**src/rtl/core/drr_pkg.sv**
```systemverilog
`timescale 1ns / 1ps

package drr_pkg;

  localparam int CFG_INDEX_W = 2;

  localparam logic [CFG_INDEX_W-1:0] CFG_BASE_ADDRESS    = 2'd0;
  localparam logic [CFG_INDEX_W-1:0] CFG_SLOT_COUNT_LOG2 = 2'd1;

  localparam logic [31:0] BASE_ADDRESS_RESET    = 32'd0;
  localparam logic [4:0]  SLOT_COUNT_LOG2_RESET = 5'd10;

  localparam logic MODE_RESTART  = 1'b0;
  localparam logic MODE_COMPLETE = 1'b1;

  typedef struct packed {
    logic        mode;
    logic [31:0] hw_count;
    logic [23:0] consumer_tail;
  } in_t;

  typedef struct packed {
    logic [5:0]  desc_index;
    logic [31:0] slot_addr;
    logic        write_valid;
    logic [23:0] head_slot;
    logic        last;
  } out_t;

  typedef enum logic [2:0] {
    ST_IDLE,
    ST_PREP,
    ST_SIZE,
    ST_EMIT,
    ST_EMPTY
  } state_t;

  typedef struct packed {
    logic load;
    logic prep;
    logic size;
    logic emit;
    logic empty;
  } cmd_t;

  typedef struct packed {
    logic none;
    logic final_item;
  } status_t;

endpackage

```
**src/rtl/core/drr_ctrl.sv**
```systemverilog
`timescale 1ns / 1ps

module drr_ctrl (
  input  logic             clk,
  input  logic             rst,
  input  logic             start,
  output logic             busy,
  input  drr_pkg::status_t status,
  output drr_pkg::cmd_t    cmd
);

  drr_pkg::state_t state;
  drr_pkg::state_t state_next;

  always_ff @(posedge clk) begin
    if (rst) begin
      state <= drr_pkg::ST_IDLE;
    end else begin
      state <= state_next;
    end
  end

  always_comb begin
    state_next = state;
    case (state)
      drr_pkg::ST_IDLE: begin
        if (start) state_next = drr_pkg::ST_PREP;
      end
      drr_pkg::ST_PREP: begin
        state_next = drr_pkg::ST_SIZE;
      end
      drr_pkg::ST_SIZE: begin
        state_next = status.none ? drr_pkg::ST_EMPTY : drr_pkg::ST_EMIT;
      end
      drr_pkg::ST_EMIT: begin
        if (status.final_item) state_next = drr_pkg::ST_IDLE;
      end
      drr_pkg::ST_EMPTY: begin
        state_next = drr_pkg::ST_IDLE;
      end
      default: begin
        state_next = drr_pkg::ST_IDLE;
      end
    endcase
  end

  always_comb begin
    cmd  = '0;
    busy = 1'b1;
    case (state)
      drr_pkg::ST_IDLE: begin
        busy     = 1'b0;
        cmd.load = start;
      end
      drr_pkg::ST_PREP:  cmd.prep  = 1'b1;
      drr_pkg::ST_SIZE:  cmd.size  = 1'b1;
      drr_pkg::ST_EMIT:  cmd.emit  = 1'b1;
      drr_pkg::ST_EMPTY: cmd.empty = 1'b1;
      default: begin
        busy = 1'b1;
      end
    endcase
  end

endmodule

```
**src/rtl/core/drr_datapath.sv**
```systemverilog
`timescale 1ns / 1ps

module drr_datapath #(
  parameter int BUF_SIZE_LOG2 = 11,
  parameter int RING_SIZE     = 16,
  parameter int SLOT_BITS     = 24
) (
  input  logic                                clk,
  input  logic                                rst,
  input  drr_pkg::cmd_t                       cmd,
  output drr_pkg::status_t                    status,
  input  drr_pkg::in_t                        request,
  input  logic                                cfg_valid,
  input  logic [drr_pkg::CFG_INDEX_W-1:0]     cfg_index,
  input  logic [31:0]                         cfg_data,
  output drr_pkg::out_t                       result,
  output logic                                result_valid
);

  localparam int RW = $clog2(RING_SIZE);
  localparam int CW = $clog2(RING_SIZE + 1);

  // configuration
  logic [31:0] base_address;
  logic [4:0]  slot_count_log2;

  // item latched at accept
  logic                 mode;
  logic [31:0]          hw_count;
  logic [SLOT_BITS-1:0] ctail;
  logic [SLOT_BITS-1:0] mask;
  logic                 is_refill;

  // intermediate results
  logic [31:0]          delta;
  logic [SLOT_BITS-1:0] space;

  // ring state
  logic [31:0]          last_hw_count;
  logic [SLOT_BITS-1:0] readable_head;
  logic [SLOT_BITS-1:0] next_fill_slot;
  logic [RW-1:0]        ring_tail;

  // emission
  logic [RW-1:0] desc_idx;
  logic [CW-1:0] remaining;

  logic [4:0]           lg_c;
  logic [SLOT_BITS-1:0] mask_c;
  logic [31:0]          min_c;
  logic [CW-1:0]        n_c;
  logic [RW-1:0]        desc_idx_next;
  logic [31:0]          slot_addr_c;

  always_comb begin
    if (slot_count_log2 < 5'd1) begin
      lg_c = 5'd1;
    end else if (slot_count_log2 > 5'(SLOT_BITS)) begin
      lg_c = 5'(SLOT_BITS);
    end else begin
      lg_c = slot_count_log2;
    end
    for (int j = 0; j < SLOT_BITS; j++) begin
      mask_c[j] = (32'(j) < 32'(lg_c));
    end
  end

  // min(space, delta, RING_SIZE)
  always_comb begin
    min_c = (32'(space) < delta) ? 32'(space) : delta;
    n_c   = (min_c > 32'(RING_SIZE)) ? CW'(RING_SIZE) : min_c[CW-1:0];
  end

  assign is_refill     = (mode == drr_pkg::MODE_COMPLETE);
  assign desc_idx_next = (desc_idx == RW'(RING_SIZE - 1)) ? '0 : desc_idx + 1'b1;
  assign slot_addr_c   = base_address + (32'(next_fill_slot) << BUF_SIZE_LOG2);

  assign status.none       = is_refill && (n_c == '0);
  assign status.final_item = (remaining == CW'(1));

  always_ff @(posedge clk) begin
    if (rst) begin
      base_address    <= drr_pkg::BASE_ADDRESS_RESET;
      slot_count_log2 <= drr_pkg::SLOT_COUNT_LOG2_RESET;
    end else if (cfg_valid) begin
      case (cfg_index)
        drr_pkg::CFG_BASE_ADDRESS:    base_address    <= cfg_data;
        drr_pkg::CFG_SLOT_COUNT_LOG2: slot_count_log2 <= cfg_data[4:0];
        default: ;
      endcase
    end
  end

  always_ff @(posedge clk) begin
    if (cmd.load) begin
      mode     <= request.mode;
      hw_count <= request.hw_count;
      ctail    <= request.consumer_tail[SLOT_BITS-1:0];
      mask     <= mask_c;
    end
    if (cmd.prep) begin
      delta <= hw_count - last_hw_count;
      space <= ((ctail & mask) - next_fill_slot - 1'b1) & mask;
    end
  end

  always_ff @(posedge clk) begin
    if (rst) begin
      last_hw_count  <= '0;
      readable_head  <= '0;
      next_fill_slot <= '0;
      ring_tail      <= '0;
    end else begin
      if (cmd.prep && !is_refill) begin
        last_hw_count  <= '0;
        readable_head  <= '0;
        next_fill_slot <= '0;
        ring_tail      <= '0;
      end
      if (cmd.size && is_refill) begin
        last_hw_count <= hw_count;
        readable_head <= (readable_head + delta[SLOT_BITS-1:0]) & mask;
      end
      if (cmd.emit) begin
        next_fill_slot <= (next_fill_slot + 1'b1) & mask;
        // restart fills from ring position 0 and leaves the tail there
        if (is_refill) ring_tail <= desc_idx_next;
      end
    end
  end

  always_ff @(posedge clk) begin
    if (cmd.size) begin
      desc_idx  <= is_refill ? ring_tail : '0;
      remaining <= is_refill ? n_c : CW'(RING_SIZE);
    end else if (cmd.emit) begin
      desc_idx  <= desc_idx_next;
      remaining <= remaining - 1'b1;
    end
  end

  always_ff @(posedge clk) begin
    if (rst) begin
      result_valid <= 1'b0;
    end else begin
      result_valid <= cmd.emit || cmd.empty;
    end
  end

  always_ff @(posedge clk) begin
    if (cmd.emit) begin
      result.desc_index  <= 6'(desc_idx);
      result.slot_addr   <= slot_addr_c;
      result.write_valid <= 1'b1;
      result.head_slot   <= 24'(readable_head);
      result.last        <= status.final_item;
    end else if (cmd.empty) begin
      result.desc_index  <= '0;
      result.slot_addr   <= '0;
      result.write_valid <= 1'b0;
      result.head_slot   <= 24'(readable_head);
      result.last        <= 1'b1;
    end
  end

endmodule

```
**src/rtl/core/dma_descriptor_ring_refill_unit.sv**
```systemverilog
`timescale 1ns / 1ps
// Receive descriptor ring refill unit.
// Raise start with a request while busy is low: the item is taken at that
// edge and busy stays high until its results are out. A restart request
// (mode 0) clears all pointers and writes all RING_SIZE descriptors from
// slot 0. A completion request (mode 1) advances the readable head by the
// change in hw_count and writes up to RING_SIZE descriptors at the ring tail,
// limited by the free space before consumer_tail and by that change.
// Each result is shown on result for one cycle with result_valid high; the
// final one of an item has last set. A completion that writes nothing gives
// one result with write_valid low. The receiver cannot stall the results.
// Sequence: a prep step works out the count delta and the free space, a size
// step the number of writes, then one descriptor result is written per cycle
// with no gaps until the last.
// Configuration: index 0 base_address, index 1 slot_count_log2; cfg_ready
// follows !busy, so writes go in only while busy is low.
// Reset (rst, synchronous) clears all pointers and loads the register resets.
module dma_descriptor_ring_refill_unit #(
  parameter int BUF_SIZE_LOG2 = 11,
  parameter int RING_SIZE     = 16,
  parameter int SLOT_BITS     = 24
) (
  input  logic                            clk,
  input  logic                            rst,
  input  logic                            start,
  output logic                            busy,
  input  drr_pkg::in_t                    request,
  output drr_pkg::out_t                   result,
  output logic                            result_valid,
  input  logic                            cfg_valid,
  output logic                            cfg_ready,
  input  logic [drr_pkg::CFG_INDEX_W-1:0] cfg_index,
  input  logic [31:0]                     cfg_data
);

  drr_pkg::cmd_t    cmd;
  drr_pkg::status_t status;

  assign cfg_ready = !busy;

  drr_ctrl u_ctrl (
    .clk    (clk),
    .rst    (rst),
    .start  (start),
    .busy   (busy),
    .status (status),
    .cmd    (cmd)
  );

  drr_datapath #(
    .BUF_SIZE_LOG2 (BUF_SIZE_LOG2),
    .RING_SIZE     (RING_SIZE),
    .SLOT_BITS     (SLOT_BITS)
  ) u_datapath (
    .clk          (clk),
    .rst          (rst),
    .cmd          (cmd),
    .status       (status),
    .request      (request),
    .cfg_valid    (cfg_valid && cfg_ready),
    .cfg_index    (cfg_index),
    .cfg_data     (cfg_data),
    .result       (result),
    .result_valid (result_valid)
  );

  a_accept_busy: assert property (@(posedge clk) disable iff (rst)
    start && !busy |=> busy)
    else $error("accepted item did not raise busy");

  a_result_in_item: assert property (@(posedge clk) disable iff (rst)
    result_valid |-> $past(busy))
    else $error("result without an item in progress");

  a_empty_is_last: assert property (@(posedge clk) disable iff (rst)
    result_valid && !result.write_valid |-> result.last)
    else $error("result without a write is not final");

  a_burst_continues: assert property (@(posedge clk) disable iff (rst)
    result_valid && !result.last |=> result_valid)
    else $error("gap inside a burst of descriptor writes");

endmodule
```
**config.mk**
```make
export PLATFORM = sky130hd
export DESIGN_NAME = dma_descriptor_ring_refill_unit
export DESIGN_NICKNAME = d
export VERILOG_FILES = /design/src/rtl/core/drr_pkg.sv /design/src/rtl/core/drr_ctrl.sv /design/src/rtl/core/drr_datapath.sv /design/src/rtl/core/dma_descriptor_ring_refill_unit.sv
export SDC_FILE = /design/constraint.sdc
export NUM_CORES = 1
export LEC_CHECK = 0
export BUFFER_PORTS_ARGS = -buffer_cell sky130_fd_sc_hd__buf_2
export CORE_MARGIN = 2
export CORE_UTILIZATION = 34
export CTS_BUF_LIST = sky130_fd_sc_hd__clkbuf_4 sky130_fd_sc_hd__clkbuf_8
export DETAILED_ROUTE_END_ITERATION = 12
export GPL_TIMING_DRIVEN = 0
export MAX_ROUTING_LAYER = met4
export SETUP_SLACK_MARGIN = 0.15
export SLEW_MARGIN = 10
export SYNTH_ARGS = -nofsm -noshare
export SYNTH_HDL_FRONTEND = slang
export SYNTH_SLANG_ARGS = --single-unit
```
**constraint.sdc**
```tcl
create_clock -name clk -period 5.5 [get_ports clk]
set_input_delay 1.1 -clock clk [delete_from_list [all_inputs] [get_ports clk]]
set_output_delay 1.1 -clock clk [all_outputs]
set_load 0.01 [all_outputs]
```
Yosys cells after proc, flatten, opt, wreduce, memory -nomap -nowiden
Index checks and enable logic that the tools add are counted.
{ "word_totals": {"regBits": 333, "in_bits": 95, "output_inout_bits": 67, "elab_cells": 117} }
{ "op_classes": {"add_sub_neg": 8, "order_cmp": 28, "n_eq_ne": 9, "mux": 31, "bitwise": 4, "n_reduce_logical": 16} }
{ "ops": {"columns": ["cell", "count"], "rows": [
  ["$mux 62", 2],
  ["$and 24x24->24", 4],
  ["$mux 32", 3],
  ["$mux 24", 3],
  ["$lt 4x5->1 const A", 8],
  ["$lt 5x5->1 const A", 8],
  ["$add 32x32->32", 1],
  ["$gt 32x5->1 const B", 1],
  ["$lt 24x32->1", 1],
  ["$sub 32x32->32", 1],
  ["$mux 5", 6],
  ["$mux 4", 7],
  ["$add 24x1->24 const B", 1],
  ["$add 24x24->24", 1],
  ["$sub 24x1->24 const B", 1],
  ["$sub 24x24->24", 1],
  ["$lt 3x5->1 const A", 4],
  ["$pmux 3 s4", 1],
  ["$lt 1x5->1 const A", 2],
  ["$lt 2x5->1 const A", 2],
  ["$mux 3", 3],
  ["$reduce_bool 2->1", 4],
  ["$eq 3x2->1 const B", 2],
  ["$mux 1", 6],
  ["17 further kinds", 23]
]} }

Logic depth before layout (Yosys ltp)
{ "depth": {"depth_word": 8, "mapped_depth": 13, "ltp_nobuf": 13} }

Cells and area by module
A second synthesis with hierarchy kept.
{ "unflattened": {"hier_cells": 1751, "hier_area_um2": 17768.3} }
{ "modules_own_cells": {"columns": ["mod", "instances", "cells_per_inst", "area_per_inst_um2", "seq_area_each_um2"], "rows": [
  ["drr_datapath", 1, 1729, 17584.4, 8678.3],
  ["drr_ctrl", 1, 20, 173.9, 60.1],
  ["dma_descriptor_ring_refill_unit", 1, 2, 10.0, 0.0]
]} }

Worst setup path before layout
No wires, ideal clock.
{ "synth_path": {"path_type": "input-to-reg", "start": "input start", "end": "register u_datapath.ctail[0] (enable)", "setup_ps": 435, "arrival_ps": 2736, "required_time_ps": 5065, "slack_ps": 2329, "stages": 2, "n_path_buf": 0, "path_cell_list": "nand2_1 > inv_1"} }
{ "synth_rtl": {"columns": ["item", "line_no", "text"], "rows": [
  ["start, declared", "dma_descriptor_ring_refill_unit.sv:25", "input logic start,"],
  ["end signal, assigned", "drr_datapath.sv:98", "ctail <= request.consumer_tail[SLOT_BITS-1:0];"],
  ["end, declared", "drr_datapath.sv:30", "logic [SLOT_BITS-1:0] ctail;"]
]} }

Worst setup path in the final report
{ "layout_path": {"start": "register u_datapath.mask[1]", "end": "register u_datapath.space[23], data pin"} }
{ "layout_via": {"elab_chain_cells": 4} }
{ "layout_rtl": {"columns": ["item", "line_no", "text"], "rows": [
  ["start, declared", "drr_datapath.sv:31", "logic [SLOT_BITS-1:0] mask;"],
  ["start signal, assigned", "drr_datapath.sv:99", "mask <= mask_c;"],
  ["$and 24x24->24", "drr_datapath.sv:103", "space <= ((ctail & mask) - next_fill_slot - 1'b1) & mask;"],
  ["$sub 24x24->24", "drr_datapath.sv:103", null],
  ["$sub 24x1->24", "drr_datapath.sv:103", null],
  ["$and 24x24->24", "drr_datapath.sv:103", null],
  ["end signal, assigned", "drr_datapath.sv:103", null],
  ["end, declared", "drr_datapath.sv:36", "logic [SLOT_BITS-1:0] space;"]
]} }
Every way passes these cells.
A chain may end at the register's enable or synchronous reset.

==> impl_metrics.toml <==
[synthesis]
synthArstFlopShare_pct = 0
synth_edf_count = 207
synth_cell_type_count = 85
yosys_warnings = 0
synth_area_per_cell_um2 = 10.2
postSynthCellCount = 1714
netlist_area_um2 = 17500
seq_area_frac_synth_pct = 50.0
synth_seq_cells = 333
synth_flop_cell = "edfxtp_1"

[setup_path]
path_cells = "nand2_1 > inv_1 > ha_1 > a21o_1 > a21o_1 > a2111oi_4 > o31a_4 > o21ai_4 > o31ai_4 > o21ai_2 > and3_1 > or4_1"
worst-setup-path-type = "register to register"
crit_buf_inv = 1
cp.arrival_ps = 3820
cp_top_family = "compound AO/OA/AOI/OAI gates"
crit_top_cell = "a21o_1"
endpoint_kind = "register"
max_stage_delay_ps = 530
cp_slowest_cell = "or4_1"
start_kind = "register"
critPathMaxFanout = 4
required_ps = 5880

[pwr]
p_per_area_nw_per_um2 = 302
p_clk_share_pct = 41.3
intPower_uw = 4590
power.total_uw = 6220
p_seq_share_pct = 46.5
swShare_pct = 26.2
ir_worst_vdd_mv = 0.178
p_leak_uw = 0.00786
power_switching_uw = 1630
p_comb_share_pct = 12.1

[global_route]
antenna_found_initial = 1
overflow = 0
grt_pass1_vias = 13300
grt_max_degree = 44
track_usage_pct = 18.0
grt_pass1_wl_mm = 72.7

[place]
place_ws_ps = 1910
place_congestion = 0.911
placed_area_um2 = 19200
hpwlAfterDp_mm = 35.6
port_buffers = 158

[routing]
vias_per_cell = 5.08
drc_errors = 0
post_drt_wl_per_cell_um = 17.6
wl_mm = 47.0
drt_iter0_drc = 942
ant_nets = 0
num_vias = 13500
dr.pass1.iters = 7

[cts]
clk_latency_ps = 670
cts_resized = 0
cts.path.max_buffers = 3
hold_buffers = 0
cts_sinks = 333
post_cts_buffers = 0
path_clk_slew_ps = 70
cts-htree-levels = 2
cts_made_buffers = 59
clock-root-buffer = "clkbuf_8"
cts_tree = "yes"

[floorplan]
fp.dieW_um = 231
core-area_um2 = 51100
dieArea_um2 = 53300
die_h_um = 231
ios = 162
initial_core_util_pct = 34.2
rows = 83

[run_status]
status = "completed"

[sta]
min_period_ps = 3450
setup_viol = 0
worst_hold_slack_ps = 452
clock.fmax_ghz = 0.290
tightest_slew_ps = 1160
fin_tns_setup_ps = 0
maxSlewViolCount = 0
rsz0062_at_grt = "false"
finalHoldViolations = 0
slew_headroom_pct = 22.4
timing.final.crit_share_pct = 62.6
skew_ps = 38.0
setup_ws_ps = 2050

[final_layout]
layout-drive-gt1-share_pct = 15.5
area_growth_pct = 17.6
layout_commonest_cell = "edfxtp_1"
nNetsFinal = 2161
design_area_um2 = 20600
diodes = 0
layout_common_cells = "edfxtp_1, nor2_1, buf_2"

[hold_path]
holdCritPathClass = "register to register"

[job]
max_cap_violations = 0
==> cell usage after synthesis (all sizes together), types with 5 or more instances <==
library cell    n  area [um^2]
edfxtp        207         6220
nor2          165          619
nand2         150          563
dfxtp         126         2520
ha            124         1550
a21oi         115          587
inv           110          413
clkbuf         54          203
o21ai          54          285
xnor2          54          473
and2           48          300
nor2b          39          244
nand3          37          185
a22oi          35          263
a21o           33          248
nor3           33          170
and3           31          194
xor2           29          254
o21a           22          165
nand4          19          119
a32oi          18          158
nand2b         16          100
a31oi          15         93.8
nor4           14         93.8
o21bai         13         97.6
a211oi         12         90.1
or3            11         68.8
a311oi          9         78.8
o211ai          8         65.1
a31o            7         61.3
o31a            6         61.3
o31ai           6         58.8
or2             6         37.5
a32o            5         50.1
mux2i           5         50.1
nand3b          5         37.5
==> metal layers <==
metal / track usage (%) / vias up / share of wire (%)
met2: 29.1 / 334 / 47
met4: 6.13 / 0 / 3.0
li1: - / 6709 / -
met1: 22.5 / 6413 / 45
met3: 3.47 / 92 / 5.5
met5: - / - / 0
==> registers in the layout (all words and copies together) (netlist names) <==
register and flops:
u_datapath.desc_idx 4, u_datapath.base_address 32, u_datapath.next_fill_slot 24, u_datapath.ring_tail 4
u_datapath.result 62, u_datapath.result_valid 1, u_datapath.remaining 5, u_datapath.last_hw_count 32
u_datapath.slot_count_log2 5, u_datapath.space 24, u_datapath.mask 24, u_datapath.readable_head 24
u_datapath.is_refill 1, u_datapath.hw_count 32, u_datapath.ctail 24, u_datapath.delta 32
u_ctrl.state 3
==> final cells by class <==
cell class	count	area [um^2]
buffer	58	225
clock buffer	91	1150
clock inverter	21	198
fill	5029	30500
inverter	110	418
multi-input combinational	1214	8120
sequential	333	8740
tap	680	851
timing repair buffer	162	866
==> tightest hold or removal path, cell delays in order (launching register included) <==
cell and delay, ps:
dfxtp_1 300, nand2_1 50, a21oi_1 50
==> per-stage QoR <==
step | utilization (%) | instances
global route | 40.2 | 2669
global placement | 37.4 | 2553
finish | 40.2 | 2669
detailed placement | 37.6 | 2557
floorplan | - | 1715
CTS | 40.2 | 2669
==> worst paths after layout <==
path	to	slack, ps	cells after the start	start
setup / recovery	u_datapath.space[23]	2050	12	u_datapath.mask[1]
hold / removal	u_datapath.base_address[1]	450	2	u_datapath.base_address[1]
setup reg to reg	u_datapath.space[23]	2050	12	u_datapath.mask[1]
hold reg to reg	u_datapath.base_address[1]	450	2	u_datapath.base_address[1]
==> cells by family (layout without fill, tap and decap cells) <==
kind of cell             count (synthesis)  count (layout)  share of synthesized area, %
AO/OA/AOI/OAI                          403             403                          16.0
XOR/XNOR                                83              83                          4.16
adder cells (fa/ha/maj)                128             128                          9.33
buffers and inverters                  168             442                          3.65
flip-flops                             333             333                          50.0
multiplexers                             6               6                         0.351
other                                    2               3                        0.0430
AND/OR/NAND/NOR                        591             591                          16.5
==> power by group through the flow <==
stage | logic (uW) | clock network, uW | registers (uW)
after detailed placement | 754 | 0 | 2940
final | 755 | 2570 | 2890
after global routing | 850 | 2750 | 2900
after floorplan | 544 | 0 | 2900
after CTS | 760 | 2640 | 2890
after global placement | 727 | 0 | 2950
(Power assumes the default switching activity.)
